$ cat config.mk
export PLATFORM = sky130hd
export DESIGN_NAME = modbus_rtu_read_input_slave
export DESIGN_NICKNAME = d
export VERILOG_FILES = /design/src/design/mbrtu_pkg.sv /design/src/design/mbrtu_crc.sv /design/src/design/modbus_rtu_read_input_slave.sv
export SDC_FILE = /design/constraint.sdc
export NUM_CORES = 2
export LEC_CHECK = 0
export CELL_PAD_IN_SITES_DETAIL_PLACEMENT = 1
export CELL_PAD_IN_SITES_GLOBAL_PLACEMENT = 2
export CORE_MARGIN = 3
export CORE_UTILIZATION = 55
export CTS_BUF_LIST = sky130_fd_sc_hd__clkbuf_8
export DETAILED_ROUTE_END_ITERATION = 12
export DONT_BUFFER_PORTS = 1
export MAX_ROUTING_LAYER = met4
export PLACE_DENSITY_LB_ADDON = 0.1
export SLEW_MARGIN = 20
export SYNTH_ARGS = -nofsm -noshare
export SYNTH_HDL_FRONTEND = slang
export SYNTH_SLANG_ARGS = --single-unit
$ cat constraint.sdc
create_clock -name clk -period 8.2 [get_ports clk]
set_input_delay 1.64 -clock clk [delete_from_list [all_inputs] [get_ports clk]]
set_output_delay 1.64 -clock clk [all_outputs]
set_load 0.05 [all_outputs]
$ cat src/design/mbrtu_pkg.sv
// ----------------------------------------------------------------------------
// mbrtu_pkg
// Shared types and constants of the Modbus RTU read-input-registers slave.
// ----------------------------------------------------------------------------
package mbrtu_pkg;
	localparam logic [15:0] CRC_INIT = 16'hFFFF;
	localparam logic [15:0] CRC_POLY = 16'hA001;
	localparam logic [7:0]  FUNC_READ_INPUT = 8'd4;
	localparam int unsigned HDR_LEN = 6;

	localparam logic [2:0] ST_OK    = 3'd0;
	localparam logic [2:0] ST_SHORT = 3'd1;
	localparam logic [2:0] ST_CRC   = 3'd2;
	localparam logic [2:0] ST_ADDR  = 3'd3;
	localparam logic [2:0] ST_FUNC  = 3'd4;
	localparam logic [2:0] ST_RANGE = 3'd5;

	localparam logic OP_RX_BYTE = 1'b0;
	localparam logic OP_WRITE   = 1'b1;

	// request to the shared CRC unit
	typedef struct packed {
		logic        load;
		logic        init;
		logic [7:0]  data;
	} crc_req_t;

	typedef struct packed {
		logic        busy;
		logic [15:0] crc;
	} crc_rsp_t;
endpackage

$ cat src/design/mbrtu_crc.sv
// ----------------------------------------------------------------------------
// mbrtu_crc
// Bit-serial CRC-16 unit: one shift per cycle, eight shifts per byte.
// ----------------------------------------------------------------------------
module mbrtu_crc import mbrtu_pkg::*; (
	input  logic     clk,
	input  logic     arst_n,
	input  crc_req_t req,
	output crc_rsp_t rsp
);
	logic [15:0] crc_q;
	logic [2:0]  cnt_q;
	logic        busy_q;
	logic [15:0] start;

	assign start = (req.init ? CRC_INIT : crc_q) ^ {8'h00, req.data};

	always_ff @(posedge clk or negedge arst_n) begin
		if (!arst_n) begin
			crc_q  <= CRC_INIT;
			cnt_q  <= 3'd0;
			busy_q <= 1'b0;
		end else if (req.load) begin
			crc_q  <= start;
			cnt_q  <= 3'd0;
			busy_q <= 1'b1;
		end else if (busy_q) begin
			crc_q  <= crc_q[0] ? ((crc_q >> 1) ^ CRC_POLY) : (crc_q >> 1);
			cnt_q  <= cnt_q + 3'd1;
			if (cnt_q == 3'd7) busy_q <= 1'b0;
		end
	end

	assign rsp.busy = busy_q;
	assign rsp.crc  = crc_q;
endmodule

$ cat src/design/modbus_rtu_read_input_slave.sv
// ----------------------------------------------------------------------------
// modbus_rtu_read_input_slave
// Modbus RTU slave answering Read Input Registers (function 4).
// ----------------------------------------------------------------------------
// Input beats on s_axis: operation selects a received frame byte or a
// register write. Frame bytes fold into a running CRC-16 two bytes behind.
// On the beat marked last the frame is checked; a good function-4 request
// is answered on m_axis byte by byte (id, 4, count, registers MSB first,
// CRC low, CRC high), anything else gives one status beat with tlast set.
// A register write leaves the block idle. A frame byte holds ready low
// until the bit-serial CRC unit is done, save the first two bytes of a
// frame. Each reply byte waits for the CRC unit; a next register is
// fetched through the registered read port, and the two CRC bytes go
// out from the held CRC, all plus the wait for the receiver.
// s_axis_tready is low while an item or its reply is in work, so a
// stalled receiver holds the block. Reset returns the frame state,
// slave_id = 1, and runs a clearing pass over the register bank before
// the first item is taken. cfg_valid/cfg_ready write slave_id; the user
// does so only while the block is idle, which the block does not enforce.
// ----------------------------------------------------------------------------
module modbus_rtu_read_input_slave import mbrtu_pkg::*; #(
	parameter int REG_COUNT = 64,
	parameter int MAX_READ  = 29
) (
	input  logic        clk,
	input  logic        arst_n,
	input  logic        s_axis_tvalid,
	output logic        s_axis_tready,
	input  logic [31:0] s_axis_tdata,  // rx_byte[7:0], reg_index[13:8], reg_value[29:14]
	input  logic        s_axis_tlast,  // frame_end
	input  logic        s_axis_tuser,  // operation
	output logic        m_axis_tvalid,
	input  logic        m_axis_tready,
	output logic [7:0]  m_axis_tdata,  // tx_byte
	output logic        m_axis_tlast,  // tx_last
	output logic [2:0]  m_axis_tuser,  // status
	input  logic        cfg_valid,
	output logic        cfg_ready,
	input  logic [7:0]  cfg_data
);
	localparam int AW = (REG_COUNT > 1) ? $clog2(REG_COUNT) : 1;

	localparam logic [2:0] S_CLR = 3'd0, S_IDLE = 3'd1, S_CRCW = 3'd2, S_CHK = 3'd3,
		S_RD = 3'd4, S_BYTE = 3'd5, S_OUT = 3'd6, S_WAIT = 3'd7;

	logic [2:0]  st_q;
	logic [7:0]  id_q, cnt_q;
	logic [7:0]  hdr_q [HDR_LEN];
	logic [15:0] tail_q, fcrc_q, vword_q;
	logic [8:0]  clr_q;
	logic [5:0]  ridx_q;      // reply byte index
	logic [4:0]  qleft_q;
	logic [8:0]  addr_q;
	logic        lo_q, crcphase_q;
	logic [15:0] mem [REG_COUNT];
	logic [15:0] rd_q;
	crc_req_t    creq;
	crc_rsp_t    crsp;
	logic [7:0]  obyte_q;
	logic        olast_q;
	logic [2:0]  ostat_q;
	logic        ovalid_q;

	mbrtu_crc u_crc (.clk(clk), .arst_n(arst_n), .req(creq), .rsp(crsp));

	logic        acc;
	logic        is_wr;
	logic [7:0]  rxb;
	logic [5:0]  widx;
	logic [8:0]  waddr;
	logic [15:0] start, qty;
	logic [16:0] endp;
	logic [7:0]  nb;

	assign acc   = s_axis_tvalid && s_axis_tready;
	assign is_wr = s_axis_tuser == OP_WRITE;
	assign rxb   = s_axis_tdata[7:0];
	assign widx  = s_axis_tdata[13:8];
	assign waddr = {3'b000, widx};
	assign start = {hdr_q[2], hdr_q[3]};
	assign qty   = {hdr_q[4], hdr_q[5]};
	assign endp  = {1'b0, start} + {1'b0, qty};
	assign s_axis_tready = (st_q == S_IDLE);
	assign cfg_ready = 1'b1;

	// write port and registered read port
	always_ff @(posedge clk) begin
		if (st_q == S_CLR)
			mem[clr_q[AW-1:0]] <= 16'h0000;
		else if (acc && is_wr && waddr < 9'(REG_COUNT))
			mem[waddr[AW-1:0]] <= s_axis_tdata[29:14];
		rd_q <= mem[addr_q[AW-1:0]];
	end

	// next reply byte from its index
	always_comb begin
		unique case (ridx_q)
			6'd0:    nb = id_q;
			6'd1:    nb = FUNC_READ_INPUT;
			6'd2:    nb = {2'b00, qleft_q, 1'b0};
			default: nb = lo_q ? vword_q[7:0] : vword_q[15:8];
		endcase
	end

	always_comb begin
		creq = '0;
		if (acc && !is_wr && cnt_q >= 8'd2) begin
			creq.load = 1'b1;
			creq.init = (cnt_q == 8'd2);
			creq.data = tail_q[15:8];
		end else if (st_q == S_BYTE && !crcphase_q) begin
			creq.load = 1'b1;
			creq.init = (ridx_q == 6'd0);
			creq.data = nb;
		end
	end

	integer i;
	always_ff @(posedge clk or negedge arst_n) begin
		if (!arst_n) begin
			st_q <= S_CLR; id_q <= 8'd1; cnt_q <= '0; tail_q <= '0;
			for (i = 0; i < HDR_LEN; i++) hdr_q[i] <= '0;
			clr_q <= '0; ovalid_q <= 1'b0; ridx_q <= '0; qleft_q <= '0;
			addr_q <= '0; lo_q <= 1'b0; crcphase_q <= 1'b0; fcrc_q <= CRC_INIT;
			vword_q <= '0; obyte_q <= '0; olast_q <= 1'b0; ostat_q <= ST_OK;
		end else begin
			if (cfg_valid) id_q <= cfg_data;
			if (ovalid_q && m_axis_tready) ovalid_q <= 1'b0;
			unique case (st_q)
				S_CLR: begin
					clr_q <= clr_q + 9'd1;
					if (clr_q == 9'(REG_COUNT - 1)) st_q <= S_IDLE;
				end
				S_IDLE: if (acc && !is_wr) begin
					tail_q <= {tail_q[7:0], rxb};
					for (i = 0; i < HDR_LEN; i++)
						if (cnt_q == 8'(i)) hdr_q[i] <= rxb;
					if (cnt_q != 8'hFF) cnt_q <= cnt_q + 8'd1;
					st_q <= s_axis_tlast ? S_CRCW : S_WAIT;
				end
				S_WAIT: if (!crsp.busy && !creq.load) st_q <= S_IDLE;
				S_CRCW: if (!crsp.busy) begin
					fcrc_q <= crsp.crc;
					st_q <= S_CHK;
				end
				S_CHK: begin
					cnt_q <= '0; tail_q <= '0;
					for (i = 0; i < HDR_LEN; i++) hdr_q[i] <= '0;
					ridx_q <= '0; lo_q <= 1'b0; crcphase_q <= 1'b0;
					qleft_q <= qty[4:0]; addr_q <= start[8:0];
					obyte_q <= '0; olast_q <= 1'b1;
					priority if (cnt_q < 8'(HDR_LEN)) begin
						ostat_q <= ST_SHORT; ovalid_q <= 1'b1; st_q <= S_OUT;
					end else if ({tail_q[7:0], tail_q[15:8]} != fcrc_q) begin
						ostat_q <= ST_CRC; ovalid_q <= 1'b1; st_q <= S_OUT;
					end else if (hdr_q[0] != 8'd0 && hdr_q[0] != id_q) begin
						ostat_q <= ST_ADDR; ovalid_q <= 1'b1; st_q <= S_OUT;
					end else if (hdr_q[1] != FUNC_READ_INPUT) begin
						ostat_q <= ST_FUNC; ovalid_q <= 1'b1; st_q <= S_OUT;
					end else if (qty == 16'd0 || qty > 16'(MAX_READ)
						|| endp > 17'(REG_COUNT)) begin
						ostat_q <= ST_RANGE; ovalid_q <= 1'b1; st_q <= S_OUT;
					end else begin
						st_q <= S_BYTE;
					end
				end
				S_RD: begin
					// first phase lets the read port register the word at addr_q, second takes it
					if (!crcphase_q) begin
						crcphase_q <= 1'b1;
					end else begin
						crcphase_q <= 1'b0;
						vword_q <= rd_q;
						st_q <= S_BYTE;
					end
				end
				S_BYTE: if (!ovalid_q) begin
					if (!crcphase_q) begin
						obyte_q <= nb; olast_q <= 1'b0; ostat_q <= ST_OK;
						ovalid_q <= 1'b1; crcphase_q <= 1'b1;
					end else if (!crsp.busy) begin
						crcphase_q <= 1'b0;
						ridx_q <= ridx_q + 6'd1;
						if (ridx_q >= 6'd3) begin
							lo_q <= !lo_q;
							if (lo_q) begin
								qleft_q <= qleft_q - 5'd1;
								addr_q <= addr_q + 9'd1;
							end
						end
						if (ridx_q >= 6'd2 && (ridx_q == 6'd2 || lo_q)) begin
							if ((ridx_q == 6'd2 ? qleft_q : qleft_q - 5'd1) == 5'd0) begin
								fcrc_q <= crsp.crc; st_q <= S_OUT; olast_q <= 1'b0;
								lo_q <= 1'b0;
								obyte_q <= 8'h00; ostat_q <= ST_OK;
								ridx_q <= 6'd0;
							end else begin
								st_q <= S_RD;
							end
						end
					end
				end
				S_OUT: if (!ovalid_q) begin
					if (olast_q) begin
						st_q <= S_IDLE; fcrc_q <= CRC_INIT;
					end else if (!lo_q) begin
						obyte_q <= fcrc_q[7:0]; ovalid_q <= 1'b1; lo_q <= 1'b1;
					end else begin
						obyte_q <= fcrc_q[15:8]; ovalid_q <= 1'b1; olast_q <= 1'b1;
					end
				end
				default: st_q <= S_IDLE;
			endcase
		end
	end

	assign m_axis_tvalid = ovalid_q;
	assign m_axis_tdata  = obyte_q;
	assign m_axis_tlast  = olast_q;
	assign m_axis_tuser  = ostat_q;
endmodule

==> flow_metrics.env <==
export IMPL_r2r_start="st_q[2]"
export IMPL_critPathLaunchType="flip-flop"
export IMPL_drt_wl_total_um=117000
export IMPL_synthCells=2649
export IMPL_syn_cell_area_mm2=0.0493
export IMPL_slowest_delay_ns=0.73
export IMPL_setup_viol=0
export IMPL_grt_pass1_vias=27300
export IMPL_ir_worst_vdd_mv=0.260
export IMPL_setup_tns_ns=0
export IMPL_slew_viol_final=0
export IMPL_gr_total_overflow=0
export IMPL_fin_nets=2863
export IMPL_die_w_um=305
export IMPL_leakage_nw=18.5
export IMPL_hold_end="vword_q[13]"
export IMPL_ys_seq_area_share_pct=72.0
export IMPL_hp_start="rd_q[13]"
export IMPL_timing_rr_end="mem[0][7]"
export IMPL_drive_above_1_share_pct=26.0
export IMPL_multi_input_area_mm2=0.0132
export IMPL_ant_nets=0
export IMPL_yosysUniqueCellTypes=75
export IMPL_htreeDepth=4
export IMPL_synthTopCellsByArea="edfxtp_1, mux4_2, dfrtp_1"
export IMPL_slowest_stage="and3_2"
export IMPL_slew_headroom_pct=27.3
export IMPL_r2r_slack_ns=3.27
export IMPL_worstRegToRegCells=8
export IMPL_synth_top_cell_area_share_pct=62.3
export IMPL_start_util_pct=55.6
export IMPL_cts_max_path_buffers=3
export IMPL_areaGrowthSynthToFinish_pct=10.6
export IMPL_outcome="completed"
export IMPL_hp_class="reg -> reg"
export IMPL_final_common_cell="edfxtp_1"
export IMPL_hold_viol_final=0
export IMPL_vias_per_cell=6.21
export IMPL_die_area_mm2=0.0933
export IMPL_worst_slew_pin_slew_ns=1.08
export IMPL_nFillCells=7617
export IMPL_fp_dieH_um=305
export IMPL_crit_fanout=24
export IMPL_dp_hpwl_um=73700
export IMPL_boundaryPins=62
export IMPL_crit_family="simple AND/OR/NAND/NOR gates"
export IMPL_final_seq_area_mm2=0.0355
export IMPL_cap_viol_max_count=0
export IMPL_place_area_mm2=0.0509
export IMPL_period_needed_ns=4.93
export IMPL_cts_root_buf="clkbuf_8"
export IMPL_core_area_mm2=0.0886
export IMPL_mostFrequentLayoutCells="edfxtp_1, mux4_2, clkbuf_8"
export IMPL_rsz0062_at_grt="no"
export IMPL_pre_cts_ws_ns=3.08
export IMPL_ys_ff_latch=1216
export IMPL_syn_nets=2728
export IMPL_wl_per_cell_um=28.6
export IMPL_fin_area_mm2=0.0546
export IMPL_cts_tree="done"
export IMPL_dr_pass1_iters=5
export IMPL_place_inst=3754
export IMPL_max_freq_mhz=203
export IMPL_cts_buffers=193
export IMPL_grtUsageTotal_pct=26.8
export IMPL_fin_ws_ns=3.27
export IMPL_fin_worst_skew_ns=0.0378
export IMPL_path_buf_inv=1
export IMPL_grt_max_degree=177
export IMPL_ys_flop_type="edfxtp_1"
export IMPL_antenna_found_initial=2
export IMPL_via_count=25500
export IMPL_cpMostUsedCell="nand2b_1"
export IMPL_cp_arrival_ns=5.46
export IMPL_min_path_cells=1
export IMPL_grt_pass1_wl_um=179000
export IMPL_crit_type="reg -> reg"
export IMPL_num_rows=109
export IMPL_drt_iter0_drc=2344
export IMPL_period_share_pct=60.1
export IMPL_synth_edf_count=1024
export IMPL_powerDensity_mw_per_mm2=312
export IMPL_cp_required_ns=8.73
export IMPL_clk_latency_ns=0.88
export IMPL_final_cells=4112
export IMPL_ctsResizeCount=0
export IMPL_clock_sinks=1216
export IMPL_ys_async_sr_fraction_pct=14.5
export IMPL_synth_top_area_cell="edfxtp_1"
export IMPL_cts_setup_buffers=0
export IMPL_end_kind="flip-flop"
export IMPL_post_route_drc_count=0
export IMPL_syn_area_per_cell_um2=18.6
export IMPL_place_port_buffers=0
export IMPL_yosysWarnings=0
export IMPL_holdBufCountCts=0
export IMPL_gp_congestion=0.848
export IMPL_cts_clk_slew_worst_paths_ns=0.06
export IMPL_crit_chain="nor2b_1, and2_1, and3_2, mux2i_1, nand2b_1, nand2b_1, nor2_1, buf_4"
## registers in the layout (all words and copies together), names as in the netlist
signal / cells
m_axis_tlast: 1
rd_q: 16
mem: 1024
vword_q: 16
lo_q: 1
m_axis_tuser: 3
crcphase_q: 1
ridx_q: 6
addr_q: 6
fcrc_q: 16
u_crc.cnt_q: 3
clr_q: 9
st_q: 3
cnt_q: 8
m_axis_tvalid: 1
u_crc.busy_q: 1
id_q: 8
u_crc.crc_q: 16
tail_q: 16
hdr_q: 48
m_axis_tdata: 8
qleft_q: 5
## cell type report
| class | count | share of cell area [%] |
|---|---|---|
| Timing Repair Buffer | 77 | 1.13 |
| Inverter | 31 | 0.213 |
| Clock buffer | 198 | 5.00 |
| Tap cell | 1165 | 2.67 |
| Antenna cell | 3 | 0.0138 |
| Sequential cell | 1216 | 65.1 |
| Multi-Input combinational cell | 1265 | 24.1 |
| Clock inverter | 157 | 1.71 |
## through the flow
step	power [mW]	hold slack (ns)	util [%]
global route	17.8	0.404	61.5
global placement	12.1	0.445	57.4
finish	17.0	0.468	61.5
CTS	17.2	0.387	61.5
detailed placement	12.3	0.449	57.4
floorplan	10.8	0.439	-
## worst max path at each step
stage / depth (start not counted) / to / slack (ns) / start
after floorplan: 6 / mem[0][0] / 4.34 / s_axis_tuser
after global placement: 8 / mem[0][1] / 3.34 / st_q[2]
after detailed placement: 8 / mem[0][8] / 3.08 / st_q[2]
after CTS: 8 / mem[0][14] / 3.06 / st_q[2]
after global routing: 8 / mem[0][14] / 3.02 / st_q[2]
final: 8 / mem[0][7] / 3.27 / st_q[2]
## cells in the mapped netlist (18+ instances only)
library cell	n
mux2_2	35
ha_1	31
dfrtp_1	143
and2_1	26
inv_1	30
nand2b_1	19
mux2i_1	35
edfxtp_1	1024
buf_2	32
xor2_1	28
xnor2_1	18
nand3_1	58
clkbuf_1	86
a21oi_1	98
o21ai_0	72
nor2_1	164
dfstp_2	33
mux4_2	336
nor3_1	33
nand2_1	144
## kinds of logic (layout without fill, tap and decap cells)
logic type | after synthesis | in the layout | share of synthesized area (%)
AOI/OAI and AO/OA | 261 | 261 | 3.23
xor gates and xnor gates | 46 | 46 | 0.817
muxes | 406 | 406 | 16.9
other | 1 | 4 | 0.00760
buffers and inverters | 168 | 463 | 1.39
adders and majority gates | 32 | 32 | 0.827
DFF | 1216 | 1216 | 72.0
and+or+nand+nor | 519 | 519 | 4.88
## power breakdown
part,internal (mW),switching [mW],total [mW]
combinational,1.86,2.42,4.28
clock,2.49,2.40,4.89
sequential,7.27,0.607,7.87
total,11.6,5.43,17.0
## layer usage
| layer | vias to the layer above | share of wire (%) | global-route usage, % |
|---|---|---|---|
| met5 | - | 0 | - |
| met1 | 13600 | 42 | 37.4 |
| met4 | 0 | 2.5 | 7.99 |
| li1 | 10900 | - | - |
| met2 | 818 | 49 | 40.8 |
| met3 | 169 | 6.3 | 5.17 |
Note: power is estimated with default switching activity, not from simulation.
